File: config.mk
export PLATFORM = sky130hd
export DESIGN_NAME = rgb_to_hsv_converter_top
export DESIGN_NICKNAME = d
export VERILOG_FILES = /design/src/rtl/rhc_pkg.sv /design/src/rtl/rgb_to_hsv_converter_top.sv /design/src/rtl/rhc_prep.sv /design/src/rtl/rhc_div.sv /design/src/rtl/rhc_out.sv
export VERILOG_INCLUDE_DIRS = /design/src /design/src/rtl
export SDC_FILE = /design/constraint.sdc
export NUM_CORES = 1
export LEC_CHECK = 0
export ABC_AREA = 1
export BUFFER_PORTS_ARGS = -buffer_cell sky130_fd_sc_hd__buf_2
export CAP_MARGIN = 20
export CORE_MARGIN = 2
export CORE_UTILIZATION = 55
export CTS_BUF_LIST = sky130_fd_sc_hd__clkbuf_4 sky130_fd_sc_hd__clkbuf_8 sky130_fd_sc_hd__clkbuf_16
export DETAILED_ROUTE_END_ITERATION = 12
export PLACE_DENSITY = 0.74
export SETUP_SLACK_MARGIN = 0.4
export SKIP_CTS_REPAIR_TIMING = 1
export SLEW_MARGIN = 30
export SYNTH_ARGS = -nofsm -noshare
export SYNTH_HDL_FRONTEND = slang
export SYNTH_SLANG_ARGS = --single-unit
File: constraint.sdc
create_clock -name clk_i -period 35.9 [get_ports clk_i]
set_clock_uncertainty 0.2 [all_clocks]
set_input_delay 1.795 -clock clk_i [delete_from_list [all_inputs] [get_ports clk_i]]
set_output_delay 1.795 -clock clk_i [all_outputs]
set_load 0.01 [all_outputs]
File: src/rtl/rgb_to_hsv_converter_top_assert.svh
// assertion macros shared by the rgb to hsv converter rtl
// expects clk_i and rst_ni in the scope of the module that uses them
`ifndef RGB_TO_HSV_CONVERTER_TOP_ASSERT_SVH
`define RGB_TO_HSV_CONVERTER_TOP_ASSERT_SVH

// condition in a cycle implies a consequence in the same cycle
`define RHC_ASSERT_NOW(lbl, ante, cons) \
  lbl: assert property (@(posedge clk_i) disable iff (!rst_ni) (ante) |-> (cons)) \
    else $error("rhc assertion failed");

// condition in a cycle implies a consequence in the next cycle
`define RHC_ASSERT_NEXT(lbl, ante, cons) \
  lbl: assert property (@(posedge clk_i) disable iff (!rst_ni) (ante) |=> (cons)) \
    else $error("rhc assertion failed");

`endif

File: src/rtl/rhc_pkg.sv
// shared types, constants and width helpers of the rgb to hsv converter
// no dependencies
package rhc_pkg;

  // fixed field widths
  localparam int ChanW = 8;
  localparam int HueW  = 15;
  localparam int SatW  = 13;

  // default fraction sizes
  localparam int HueFracBitsDef = 6;
  localparam int SatFracBitsDef = 12;

  // quotient bits resolved per divider stage
  localparam int DivBitsPerStage = 4;

  // hue geometry
  localparam int HueSpanDeg   = 360;
  localparam int HueSectorDeg = 60;
  localparam int SectorWrap   = HueSpanDeg / HueSectorDeg;

  // width of sector_base * delta + diff, at most six times the channel max
  localparam int BaseW = ChanW + 3;

  // hue sector picked by the largest channel; red with negative diff wraps by 360
  typedef enum logic [1:0] {
    SecRed     = 2'd0,
    SecGreen   = 2'd1,
    SecBlue    = 2'd2,
    SecRedWrap = 2'd3
  } sector_e;

  typedef struct packed {
    logic [ChanW-1:0] red;
    logic [ChanW-1:0] green;
    logic [ChanW-1:0] blue;
  } pixel_t;

  typedef struct packed {
    logic [HueW-1:0]  hue;
    logic [SatW-1:0]  saturation;
    logic [ChanW-1:0] brightness;
    logic             hue_undefined;
  } hsv_t;

  // per-item flags that ride along the divider
  typedef struct packed {
    logic [ChanW-1:0] brightness;
    logic             hue_undef;
    logic             black;
  } side_t;

  // sector offset in units of 60 degrees: 0, 2, 4 or 6
  function automatic logic [2:0] sector_base(sector_e sec);
    return {sec, 1'b0};
  endfunction

  // bits of the hue dividend, which stays below six sectors of full delta
  function automatic int hue_num_w(int hfb);
    return $clog2(SectorWrap * ((2 ** ChanW) - 1) * HueSectorDeg * (2 ** hfb));
  endfunction

  // common dividend width of both divider lanes
  function automatic int div_w(int hfb, int sfb);
    int hw;
    int sw;
    hw = hue_num_w(hfb);
    sw = ChanW + sfb;
    return (hw > sw) ? hw : sw;
  endfunction

endpackage

File: src/rtl/rgb_to_hsv_converter_top.sv
// top level of the rgb to hsv converter: prep stages, divider, output stage
// depends on rhc_pkg, rhc_prep, rhc_div, rhc_out and the assertion header
//
//   channel | direction | handshake               | payload
//   --------+-----------+-------------------------+-----------------------------
//   in      | input     | in_valid_i / in_stall_o | in_data_i  (red green blue)
//   out     | output    | out_valid_o/out_stall_i | out_data_o (hue sat val undef)
//
// one pixel per clock is taken and given while out_stall_i is low; every stage
// advances when it is empty or its successor moves, so bubbles close up under a
// stall and nothing is lost. the divider resolves 4 quotient bits per stage; at the
// default sizes DivW is 23.
// reset clears only the valid bits; no state survives an item.
`include "rgb_to_hsv_converter_top_assert.svh"

module rgb_to_hsv_converter_top #(
  parameter int HueFracBits = rhc_pkg::HueFracBitsDef,
  parameter int SatFracBits = rhc_pkg::SatFracBitsDef
) (
  input  logic            clk_i,
  input  logic            rst_ni,
  input  logic            in_valid_i,
  output logic            in_stall_o,
  input  rhc_pkg::pixel_t in_data_i,
  output logic            out_valid_o,
  input  logic            out_stall_i,
  output rhc_pkg::hsv_t   out_data_o
);

  localparam int DivW = rhc_pkg::div_w(HueFracBits, SatFracBits);

  logic                           prep_rdy, prep_vld;
  logic [1:0][DivW-1:0]           prep_num;
  logic [1:0][rhc_pkg::ChanW-1:0] prep_den;
  rhc_pkg::side_t                 prep_side;

  logic                           div_rdy, div_vld;
  logic [1:0][DivW-1:0]           div_quo;
  rhc_pkg::side_t                 div_side;

  logic                           out_rdy, fin_rdy;

  assign in_stall_o = !prep_rdy;
  assign out_rdy    = !out_stall_i;

  // max, min, sector and dividends
  rhc_prep #(
    .HueFracBits (HueFracBits),
    .SatFracBits (SatFracBits),
    .DivW        (DivW)
  ) u_prep (
    .clk_i      (clk_i),
    .rst_ni     (rst_ni),
    .in_vld_i   (in_valid_i),
    .in_rdy_o   (prep_rdy),
    .in_data_i  (in_data_i),
    .out_vld_o  (prep_vld),
    .out_rdy_i  (div_rdy),
    .out_num_o  (prep_num),
    .out_den_o  (prep_den),
    .out_side_o (prep_side)
  );

  // hue and saturation quotients
  rhc_div #(
    .DivW (DivW)
  ) u_div (
    .clk_i      (clk_i),
    .rst_ni     (rst_ni),
    .in_vld_i   (prep_vld),
    .in_rdy_o   (div_rdy),
    .in_num_i   (prep_num),
    .in_den_i   (prep_den),
    .in_side_i  (prep_side),
    .out_vld_o  (div_vld),
    .out_rdy_i  (fin_rdy),
    .out_quo_o  (div_quo),
    .out_side_o (div_side)
  );

  // clamping and output register
  rhc_out #(
    .DivW (DivW)
  ) u_out (
    .clk_i      (clk_i),
    .rst_ni     (rst_ni),
    .in_vld_i   (div_vld),
    .in_rdy_o   (fin_rdy),
    .in_quo_i   (div_quo),
    .in_side_i  (div_side),
    .out_vld_o  (out_valid_o),
    .out_rdy_i  (out_rdy),
    .out_data_o (out_data_o)
  );

  // checks
  `RHC_ASSERT_NOW(a_undef_hue_zero, out_valid_o && out_data_o.hue_undefined, out_data_o.hue == '0)
  `RHC_ASSERT_NOW(a_black_gray, out_valid_o && (out_data_o.brightness == '0), out_data_o.saturation == '0 && out_data_o.hue_undefined)
  `RHC_ASSERT_NOW(a_color_has_sat, out_valid_o && !out_data_o.hue_undefined, out_data_o.saturation != '0)
  `RHC_ASSERT_NOW(a_free_flow, !out_stall_i, !in_stall_o)
  `RHC_ASSERT_NEXT(a_prep_hold, prep_vld && !div_rdy, prep_vld)

endmodule

File: src/rtl/rhc_prep.sv
// front stages: max, min, delta and sector, then both dividends and divisors
// depends on rhc_pkg
module rhc_prep #(
  parameter int HueFracBits = rhc_pkg::HueFracBitsDef,
  parameter int SatFracBits = rhc_pkg::SatFracBitsDef,
  parameter int DivW        = rhc_pkg::div_w(HueFracBits, SatFracBits)
) (
  input  logic                             clk_i,
  input  logic                             rst_ni,
  input  logic                             in_vld_i,
  output logic                             in_rdy_o,
  input  rhc_pkg::pixel_t                  in_data_i,
  output logic                             out_vld_o,
  input  logic                             out_rdy_i,
  output logic [1:0][DivW-1:0]             out_num_o,
  output logic [1:0][rhc_pkg::ChanW-1:0]   out_den_o,
  output rhc_pkg::side_t                   out_side_o
);

  localparam int CW = rhc_pkg::ChanW;
  localparam int BW = rhc_pkg::BaseW;

  // stage a: extremes, delta and sector
  logic [CW-1:0]        hi;
  logic [CW-1:0]        lo;
  logic signed [CW:0]   diff;
  rhc_pkg::sector_e     sec;

  always_comb begin
    hi = in_data_i.red;
    if (in_data_i.green > hi) hi = in_data_i.green;
    if (in_data_i.blue > hi) hi = in_data_i.blue;
    lo = in_data_i.red;
    if (in_data_i.green < lo) lo = in_data_i.green;
    if (in_data_i.blue < lo) lo = in_data_i.blue;
    if (in_data_i.red == hi) begin
      diff = $signed({1'b0, in_data_i.green}) - $signed({1'b0, in_data_i.blue});
      sec  = (diff < 0) ? rhc_pkg::SecRedWrap : rhc_pkg::SecRed;
    end else if (in_data_i.green == hi) begin
      diff = $signed({1'b0, in_data_i.blue}) - $signed({1'b0, in_data_i.red});
      sec  = rhc_pkg::SecGreen;
    end else begin
      diff = $signed({1'b0, in_data_i.red}) - $signed({1'b0, in_data_i.green});
      sec  = rhc_pkg::SecBlue;
    end
  end

  logic               vld_a_q, vld_b_q;
  logic               adv_a, adv_b;
  logic [CW-1:0]      hi_a_q, delta_a_q;
  logic signed [CW:0] diff_a_q;
  rhc_pkg::sector_e   sec_a_q;

  // stage advance chain
  assign adv_b    = !vld_b_q || out_rdy_i;
  assign adv_a    = !vld_a_q || adv_b;
  assign in_rdy_o = adv_a;

  always_ff @(posedge clk_i or negedge rst_ni) begin
    if (!rst_ni) begin
      vld_a_q <= 1'b0;
    end else if (adv_a) begin
      vld_a_q <= in_vld_i;
    end
  end

  always_ff @(posedge clk_i) begin
    if (adv_a) begin
      hi_a_q    <= hi;
      delta_a_q <= hi - lo;
      diff_a_q  <= diff;
      sec_a_q   <= sec;
    end
  end

  // stage b: hue dividend (base*delta + diff) * 60 * 2^frac, sat dividend delta * 2^frac
  logic [BW-1:0]        base_mul;
  logic signed [BW:0]   sum_s;
  logic [DivW-1:0]      hue_num;
  logic [DivW-1:0]      sat_num;

  always_comb begin
    base_mul = BW'(rhc_pkg::sector_base(sec_a_q)) * BW'(delta_a_q);
    sum_s    = $signed({1'b0, base_mul}) + (BW + 1)'(diff_a_q);
    hue_num  = (DivW'(sum_s[BW-1:0]) * DivW'(rhc_pkg::HueSectorDeg)) << HueFracBits;
    sat_num  = DivW'(delta_a_q) << SatFracBits;
  end

  logic [1:0][DivW-1:0] num_b_q;
  logic [1:0][CW-1:0]   den_b_q;
  rhc_pkg::side_t       side_b_q;

  always_ff @(posedge clk_i or negedge rst_ni) begin
    if (!rst_ni) begin
      vld_b_q <= 1'b0;
    end else if (adv_b) begin
      vld_b_q <= vld_a_q;
    end
  end

  always_ff @(posedge clk_i) begin
    if (adv_b) begin
      num_b_q[0]          <= hue_num;
      num_b_q[1]          <= sat_num;
      den_b_q[0]          <= delta_a_q;
      den_b_q[1]          <= hi_a_q;
      side_b_q.brightness <= hi_a_q;
      side_b_q.hue_undef  <= (delta_a_q == '0);
      side_b_q.black      <= (hi_a_q == '0);
    end
  end

  assign out_vld_o  = vld_b_q;
  assign out_num_o  = num_b_q;
  assign out_den_o  = den_b_q;
  assign out_side_o = side_b_q;

endmodule

File: src/rtl/rhc_div.sv
// pipelined restoring divider, two lanes in lockstep (hue and saturation)
// depends on rhc_pkg
module rhc_div #(
  parameter int DivW = rhc_pkg::div_w(rhc_pkg::HueFracBitsDef, rhc_pkg::SatFracBitsDef)
) (
  input  logic                           clk_i,
  input  logic                           rst_ni,
  input  logic                           in_vld_i,
  output logic                           in_rdy_o,
  input  logic [1:0][DivW-1:0]           in_num_i,
  input  logic [1:0][rhc_pkg::ChanW-1:0] in_den_i,
  input  rhc_pkg::side_t                 in_side_i,
  output logic                           out_vld_o,
  input  logic                           out_rdy_i,
  output logic [1:0][DivW-1:0]           out_quo_o,
  output rhc_pkg::side_t                 out_side_o
);

  localparam int CW        = rhc_pkg::ChanW;
  localparam int Bps       = rhc_pkg::DivBitsPerStage;
  localparam int NumStages = (DivW + Bps - 1) / Bps;
  localparam int PW        = NumStages * Bps;

  // Bps quotient bits: shift dividend into remainder, subtract when it fits
  function automatic logic [CW+PW-1:0] div_step(logic [CW-1:0] rem, logic [PW-1:0] work,
                                                logic [CW-1:0] den);
    logic [CW:0]   trial;
    logic [CW-1:0] r;
    logic [PW-1:0] w;
    r = rem;
    w = work;
    for (int i = 0; i < Bps; i++) begin
      trial = {r, w[PW-1]};
      w     = {w[PW-2:0], 1'b0};
      if (trial >= {1'b0, den}) begin
        trial = trial - {1'b0, den};
        w[0]  = 1'b1;
      end
      r = trial[CW-1:0];
    end
    return {r, w};
  endfunction

  logic                 vld_q    [NumStages];
  logic                 adv      [NumStages];
  logic [1:0][PW-1:0]   work_q   [NumStages];
  logic [1:0][CW-1:0]   rem_q    [NumStages];
  logic [1:0][CW-1:0]   den_q    [NumStages];
  rhc_pkg::side_t       side_q   [NumStages];

  logic                 vld_in   [NumStages];
  logic [1:0][PW-1:0]   work_in  [NumStages];
  logic [1:0][CW-1:0]   rem_in   [NumStages];
  logic [1:0][CW-1:0]   den_in   [NumStages];
  rhc_pkg::side_t       side_in  [NumStages];
  logic [1:0][CW+PW-1:0] step    [NumStages];

  for (genvar s = 0; s < NumStages; s++) begin : g_stage
    // stage inputs
    if (s == 0) begin : g_first
      assign vld_in[s]     = in_vld_i;
      assign work_in[s][0] = PW'(in_num_i[0]);
      assign work_in[s][1] = PW'(in_num_i[1]);
      assign rem_in[s]     = '0;
      assign den_in[s]     = in_den_i;
      assign side_in[s]    = in_side_i;
    end else begin : g_next
      assign vld_in[s]  = vld_q[s-1];
      assign work_in[s] = work_q[s-1];
      assign rem_in[s]  = rem_q[s-1];
      assign den_in[s]  = den_q[s-1];
      assign side_in[s] = side_q[s-1];
    end

    // advance when empty or when the next stage moves
    if (s == NumStages - 1) begin : g_last
      assign adv[s] = !vld_q[s] || out_rdy_i;
    end else begin : g_mid
      assign adv[s] = !vld_q[s] || adv[s+1];
    end

    for (genvar l = 0; l < 2; l++) begin : g_lane
      assign step[s][l] = div_step(rem_in[s][l], work_in[s][l], den_in[s][l]);
    end

    always_ff @(posedge clk_i or negedge rst_ni) begin
      if (!rst_ni) begin
        vld_q[s] <= 1'b0;
      end else if (adv[s]) begin
        vld_q[s] <= vld_in[s];
      end
    end

    always_ff @(posedge clk_i) begin
      if (adv[s]) begin
        work_q[s][0] <= step[s][0][PW-1:0];
        work_q[s][1] <= step[s][1][PW-1:0];
        rem_q[s][0]  <= step[s][0][CW+PW-1:PW];
        rem_q[s][1]  <= step[s][1][CW+PW-1:PW];
        den_q[s]     <= den_in[s];
        side_q[s]    <= side_in[s];
      end
    end
  end

  assign in_rdy_o     = adv[0];
  assign out_vld_o    = vld_q[NumStages-1];
  assign out_quo_o[0] = work_q[NumStages-1][0][DivW-1:0];
  assign out_quo_o[1] = work_q[NumStages-1][1][DivW-1:0];
  assign out_side_o   = side_q[NumStages-1];

endmodule

File: src/rtl/rhc_out.sv
// output stage: clamps quotients to their fields, forces gray and black cases
// depends on rhc_pkg
module rhc_out #(
  parameter int DivW = rhc_pkg::div_w(rhc_pkg::HueFracBitsDef, rhc_pkg::SatFracBitsDef)
) (
  input  logic                 clk_i,
  input  logic                 rst_ni,
  input  logic                 in_vld_i,
  output logic                 in_rdy_o,
  input  logic [1:0][DivW-1:0] in_quo_i,
  input  rhc_pkg::side_t       in_side_i,
  output logic                 out_vld_o,
  input  logic                 out_rdy_i,
  output rhc_pkg::hsv_t        out_data_o
);

  localparam int HW = rhc_pkg::HueW;
  localparam int SW = rhc_pkg::SatW;

  rhc_pkg::hsv_t res;

  // saturate oversized quotients, zero the undefined cases
  always_comb begin
    if (in_side_i.hue_undef) begin
      res.hue = '0;
    end else if ((in_quo_i[0] >> HW) != '0) begin
      res.hue = '1;
    end else begin
      res.hue = in_quo_i[0][HW-1:0];
    end
    if (in_side_i.black) begin
      res.saturation = '0;
    end else if ((in_quo_i[1] >> SW) != '0) begin
      res.saturation = '1;
    end else begin
      res.saturation = in_quo_i[1][SW-1:0];
    end
    res.brightness    = in_side_i.brightness;
    res.hue_undefined = in_side_i.hue_undef;
  end

  logic          vld_q;
  logic          adv;
  rhc_pkg::hsv_t data_q;

  assign adv      = !vld_q || out_rdy_i;
  assign in_rdy_o = adv;

  always_ff @(posedge clk_i or negedge rst_ni) begin
    if (!rst_ni) begin
      vld_q <= 1'b0;
    end else if (adv) begin
      vld_q <= in_vld_i;
    end
  end

  always_ff @(posedge clk_i) begin
    if (adv) begin
      data_q <= res;
    end
  end

  assign out_vld_o  = vld_q;
  assign out_data_o = data_q;

endmodule
==> results.md <==
- The leading area contributor after synthesis is sky130_fd_sc_hd__edfxtp_1.
- The number of failing setup endpoints in the final timing report is 0.
- Yosys mapped a number of flops with a built-in enable equal to 457.
- Dividing the synthesized area by the synthesized cell count gives 8.45 um^2.
- The library cell used as clock root buffer is sky130_fd_sc_hd__clkbuf_16.
- The pin slew with the least headroom to its limit is 0.896 ns.
- The die area is 69,900 um^2.
- The most used cell along the critical path is sky130_fd_sc_hd__nand2_1.
- The kind of end point of the critical path is a flip-flop.
- The cell area that synthesis handed to floorplanning was 37,300 um^2.
- At the end of routability-driven placement, the weighted congestion stood at a little over 0.9.
- The maximum number of pins on one net before global-route repair is 74.
- Setup repair after global routing left no endpoint under its margin.
- Port buffering added 66 buffers.
- The tool flagged a number of max-cap violations equal to 0.
- The most common cell after layout, fill and taps aside is sky130_fd_sc_hd__nand2_1.
- For the final routed database, the setup TNS stands at 0 ns.
- The worst setup path is launched from a flip-flop.
- The remaining global-route overflow is 0.
- The number of max-slew violations in the final report is 0.
- Sorting the synthesized cells by area gives the leading types as sky130_fd_sc_hd__edfxtp_1, sky130_fd_sc_hd__ha_1, sky130_fd_sc_hd__nand2_1, sky130_fd_sc_hd__inv_1, sky130_fd_sc_hd__xor2_1.
- The number of antenna repair diodes is 0.
- The clock buffer count from CTS is 49.
- After detailed placement, the design holds a cell count of 5,326.
- The starting density of the core is 0.555.
- The CTS tree is yes.
- The share of the cycle needed by the critical path after routing is 0.237.
- The combinational family with the most area after synthesis is simple AND/OR/NAND/NOR gates.
- The via count of the first global-routing pass is 27,560.
- The flip-flop cell with the highest count after synthesis is sky130_fd_sc_hd__edfxtp_1.
- Summing all non-filler instances in the final layout gives an area of 40,200 um^2.
- The post-layout net count is ~5,000.
- The horizontal die dimension is 264 um.
- Data on the critical path arrives at its endpoint at between 8 and 9 ns.
- The library cells used most frequently in the layout, excluding fill and tap cells, are sky130_fd_sc_hd__nand2_1, sky130_fd_sc_hd__inv_1, sky130_fd_sc_hd__edfxtp_1.
- The clock sink total is 466.
- The final wirelength is 78,400 um.
- In this run, distinct cell masters in the synthesized netlist total slightly above 60.
- For this run, the register share of the synthesized area comes to 0.374.
- The detailed router's first-iteration violation count is about 2,000.
- For this run, the total global-route usage over all layers was measured as 0.227.
- After synthesis, the share of cell area in mux cells is 0.
- The tightest min-delay check is of the flip-flop to flip-flop type.
- Of the cells placed in the final design, the portion with a size suffix greater than 1 is 0.0709.
- The number of optimization iterations in the first detailed-route pass is 8.
- The required arrival time at the worst endpoint is 36.16 ns.
- The post-detailed-route via-to-cell ratio is 5.34.
- Of the total synthesized cell area, the portion taken by AND, OR, NAND and NOR gates is 0.206.
- The logic depth of the worst register-to-register path is 39.
- In this run the tightest slew margin relative to its limit is 0.402.
- The endpoint of the most critical setup path is u_div.rem_q[2][0].
- The type of the setup path with the least slack is flip-flop to flip-flop.
- The flow ran to the end, and the final reports show no timing, DRC or antenna violations.
- The number of top-level pins is 67.
- Synthesis inferred roughly 470 register bits.
- The area growth from synthesis to layout is 7.77%.
- On the worst path, the slowest cell contributes a delay of 0.52 ns.
- The layout has 5,758 filler cells.
- The detailed-route via count is ~29,000.
- The largest fanout on the critical path is 15.
- The share of synthesized area in the top cell type comes to 0.368.
- For this run, the top clock speed supported by timing is ~120 MHz.
- The residual DRC count is 0.
- The wire length of the first global-routing pass is 132,000 um.
- Of all flip-flops after synthesis, the portion carrying an async set or reset was 0.0193.
- The timing startpoint of the critical path is u_div.den_q[1][1].
- The number of antenna violations at the first check in global routing is 0.
- The worst hold path passes through 0 cells.
- The number of H-tree levels is 2.
- The clock latency reported for the late side of the worst-skew pair is 0.59 ns.
- After layout, the minimum clock period comes to 8.49 ns.
- The standard cell core area is about 67,000 um^2.
- In the synthesized netlist, the number of instances is around 4,400.
- In the final routed layout, each cell accounts on average for 14.5 um.
- The post-route core utilization is 0.599.
- The launching point of the worst reg2reg path is u_div.den_q[1][1].
- The final instance count without filler cells is 5,416.
- The final hold violation count was 0.
- The area fraction in compound gates after synthesis is 0.104.
- The worst register-to-register path has a setup slack of 27.41 ns.
- Detailed placement finished with a half-perimeter wire length of between 60,000 and 70,000 um.
- The post-placement cell area is 38,600 um^2.
- The XOR/XNOR share of the synthesized area is 0.0674.
- The critical path's slowest cell is sky130_fd_sc_hd__edfxtp_1.
- During synthesis, Yosys emitted a total of 0 warnings.
- Clock-pin slew was measured on the worst setup and hold paths at 0.06 ns.
- The die extent in y is 264 um.
- The number of nets still failing antenna checks after routing is 0.
- Of the total synthesized cell area, the portion taken by full adders, half adders and majority gates is 0.173.
- The floorplan has 95 rows.
- The clock passes through at most 3 buffers.
- In this run the critical register-to-register path is captured at u_div.rem_q[2][0].
-- cell type report --
type                    instances  area, um^2  share of cell area
clock inverters                35         367             0.00912
well taps                     873        1090              0.0272
repair buffers                 72         375             0.00934
inverters                     681        2570              0.0638
clock buffers                  55        1280              0.0318
multi-input cells            3234       20600               0.512
flip-flops and latches        466       13900               0.347
-- through the flow --
stage	hold WS [ns]	setup WS (ns)
after global routing	0.219	26.41
after CTS	0.218	27.52
after floorplan	0.200	22.27
after detailed placement	0.205	27.60
final	0.214	27.41
after global placement	0.201	27.85
-- state kept, by name, summed over array words and instances, names as in the netlist, 8 cells and up --
signal,flops
u_prep.diff_a_q,9
u_div.side_q,21
u_div.den_q,79
u_prep.out_den_o,16
u_div.work_q,180
u_out.out_data_o,37
u_prep.hi_a_q,8
u_prep.delta_a_q,8
u_prep.out_num_o,15
u_div.rem_q,80
-- synth_stat cells (11+ instances only) --
| library cell | instances |
|---|---|
| sky130_fd_sc_hd__nand2_2 | 37 |
| sky130_fd_sc_hd__a21oi_1 | 319 |
| sky130_fd_sc_hd__o21ai_1 | 32 |
| sky130_fd_sc_hd__o21ai_0 | 214 |
| sky130_fd_sc_hd__nor3_1 | 35 |
| sky130_fd_sc_hd__nor2_2 | 12 |
| sky130_fd_sc_hd__xnor2_1 | 93 |
| sky130_fd_sc_hd__buf_4 | 11 |
| sky130_fd_sc_hd__nor4_1 | 20 |
| sky130_fd_sc_hd__nand3_2 | 17 |
| sky130_fd_sc_hd__xor2_1 | 194 |
| sky130_fd_sc_hd__fa_1 | 53 |
| sky130_fd_sc_hd__nand3_1 | 198 |
| sky130_fd_sc_hd__o21bai_1 | 30 |
| sky130_fd_sc_hd__a21o_1 | 20 |
| sky130_fd_sc_hd__inv_1 | 652 |
| sky130_fd_sc_hd__buf_2 | 13 |
| sky130_fd_sc_hd__edfxtp_1 | 457 |
| sky130_fd_sc_hd__a31oi_1 | 11 |
| sky130_fd_sc_hd__o211ai_1 | 11 |
| sky130_fd_sc_hd__nor2_1 | 209 |
| sky130_fd_sc_hd__nand2_1 | 1093 |
| sky130_fd_sc_hd__inv_2 | 24 |
| sky130_fd_sc_hd__or2_2 | 26 |
| sky130_fd_sc_hd__nand4_1 | 67 |
| sky130_fd_sc_hd__ha_1 | 432 |
-- cell families (layout without fill, tap and decap cells) --
| group | Yosys count | after routing |
|---|---|---|
| flip-flops | 466 | 466 |
| AO/OA/AOI/OAI | 699 | 699 |
| other | 1 | 6 |
| adder cells (fa/ha/maj) | 485 | 485 |
| XOR/XNOR | 287 | 287 |
| AND/OR/NAND/NOR | 1757 | 1757 |
| buffers and inverters | 718 | 843 |
-- critical path: cells and delay by family, from the launching register on --
kind                       cells  cell delay (ns)
DFF                            1             0.52
buffers and inverters          2             0.40
AOI/OAI and AO/OA             14             3.07
and+or+nand+nor               19             2.84
adders and majority gates      4             1.33
-- per-layer routing --
layer,GRT usage,wire [um],up-vias
li1,-,-,14980
met3,0.0216,3330,137
met4,0.0691,2210,0
met1,0.302,35700,13186
met2,0.393,37200,603
met5,0,0,-
-- how the worst min path moves through the flow --
stage,end,startpoint
6_report,u_out.out_data_o[3],u_div.side_q[5][4]
3_3_place_gp,u_div.work_q[5][4],u_div.work_q[4][0]
5_1_grt,u_out.out_data_o[3],u_div.side_q[5][4]
3_5_place_dp,u_div.work_q[3][28],u_div.work_q[2][24]
4_1_cts,u_out.out_data_o[3],u_div.side_q[5][4]
2_1_floorplan,u_div.side_q[0][0],u_prep.out_side_o[0]
Power is left out: the tool's default activity adds up to more than one toggle a clock period on the data nets, which glitch-free logic cannot reach.
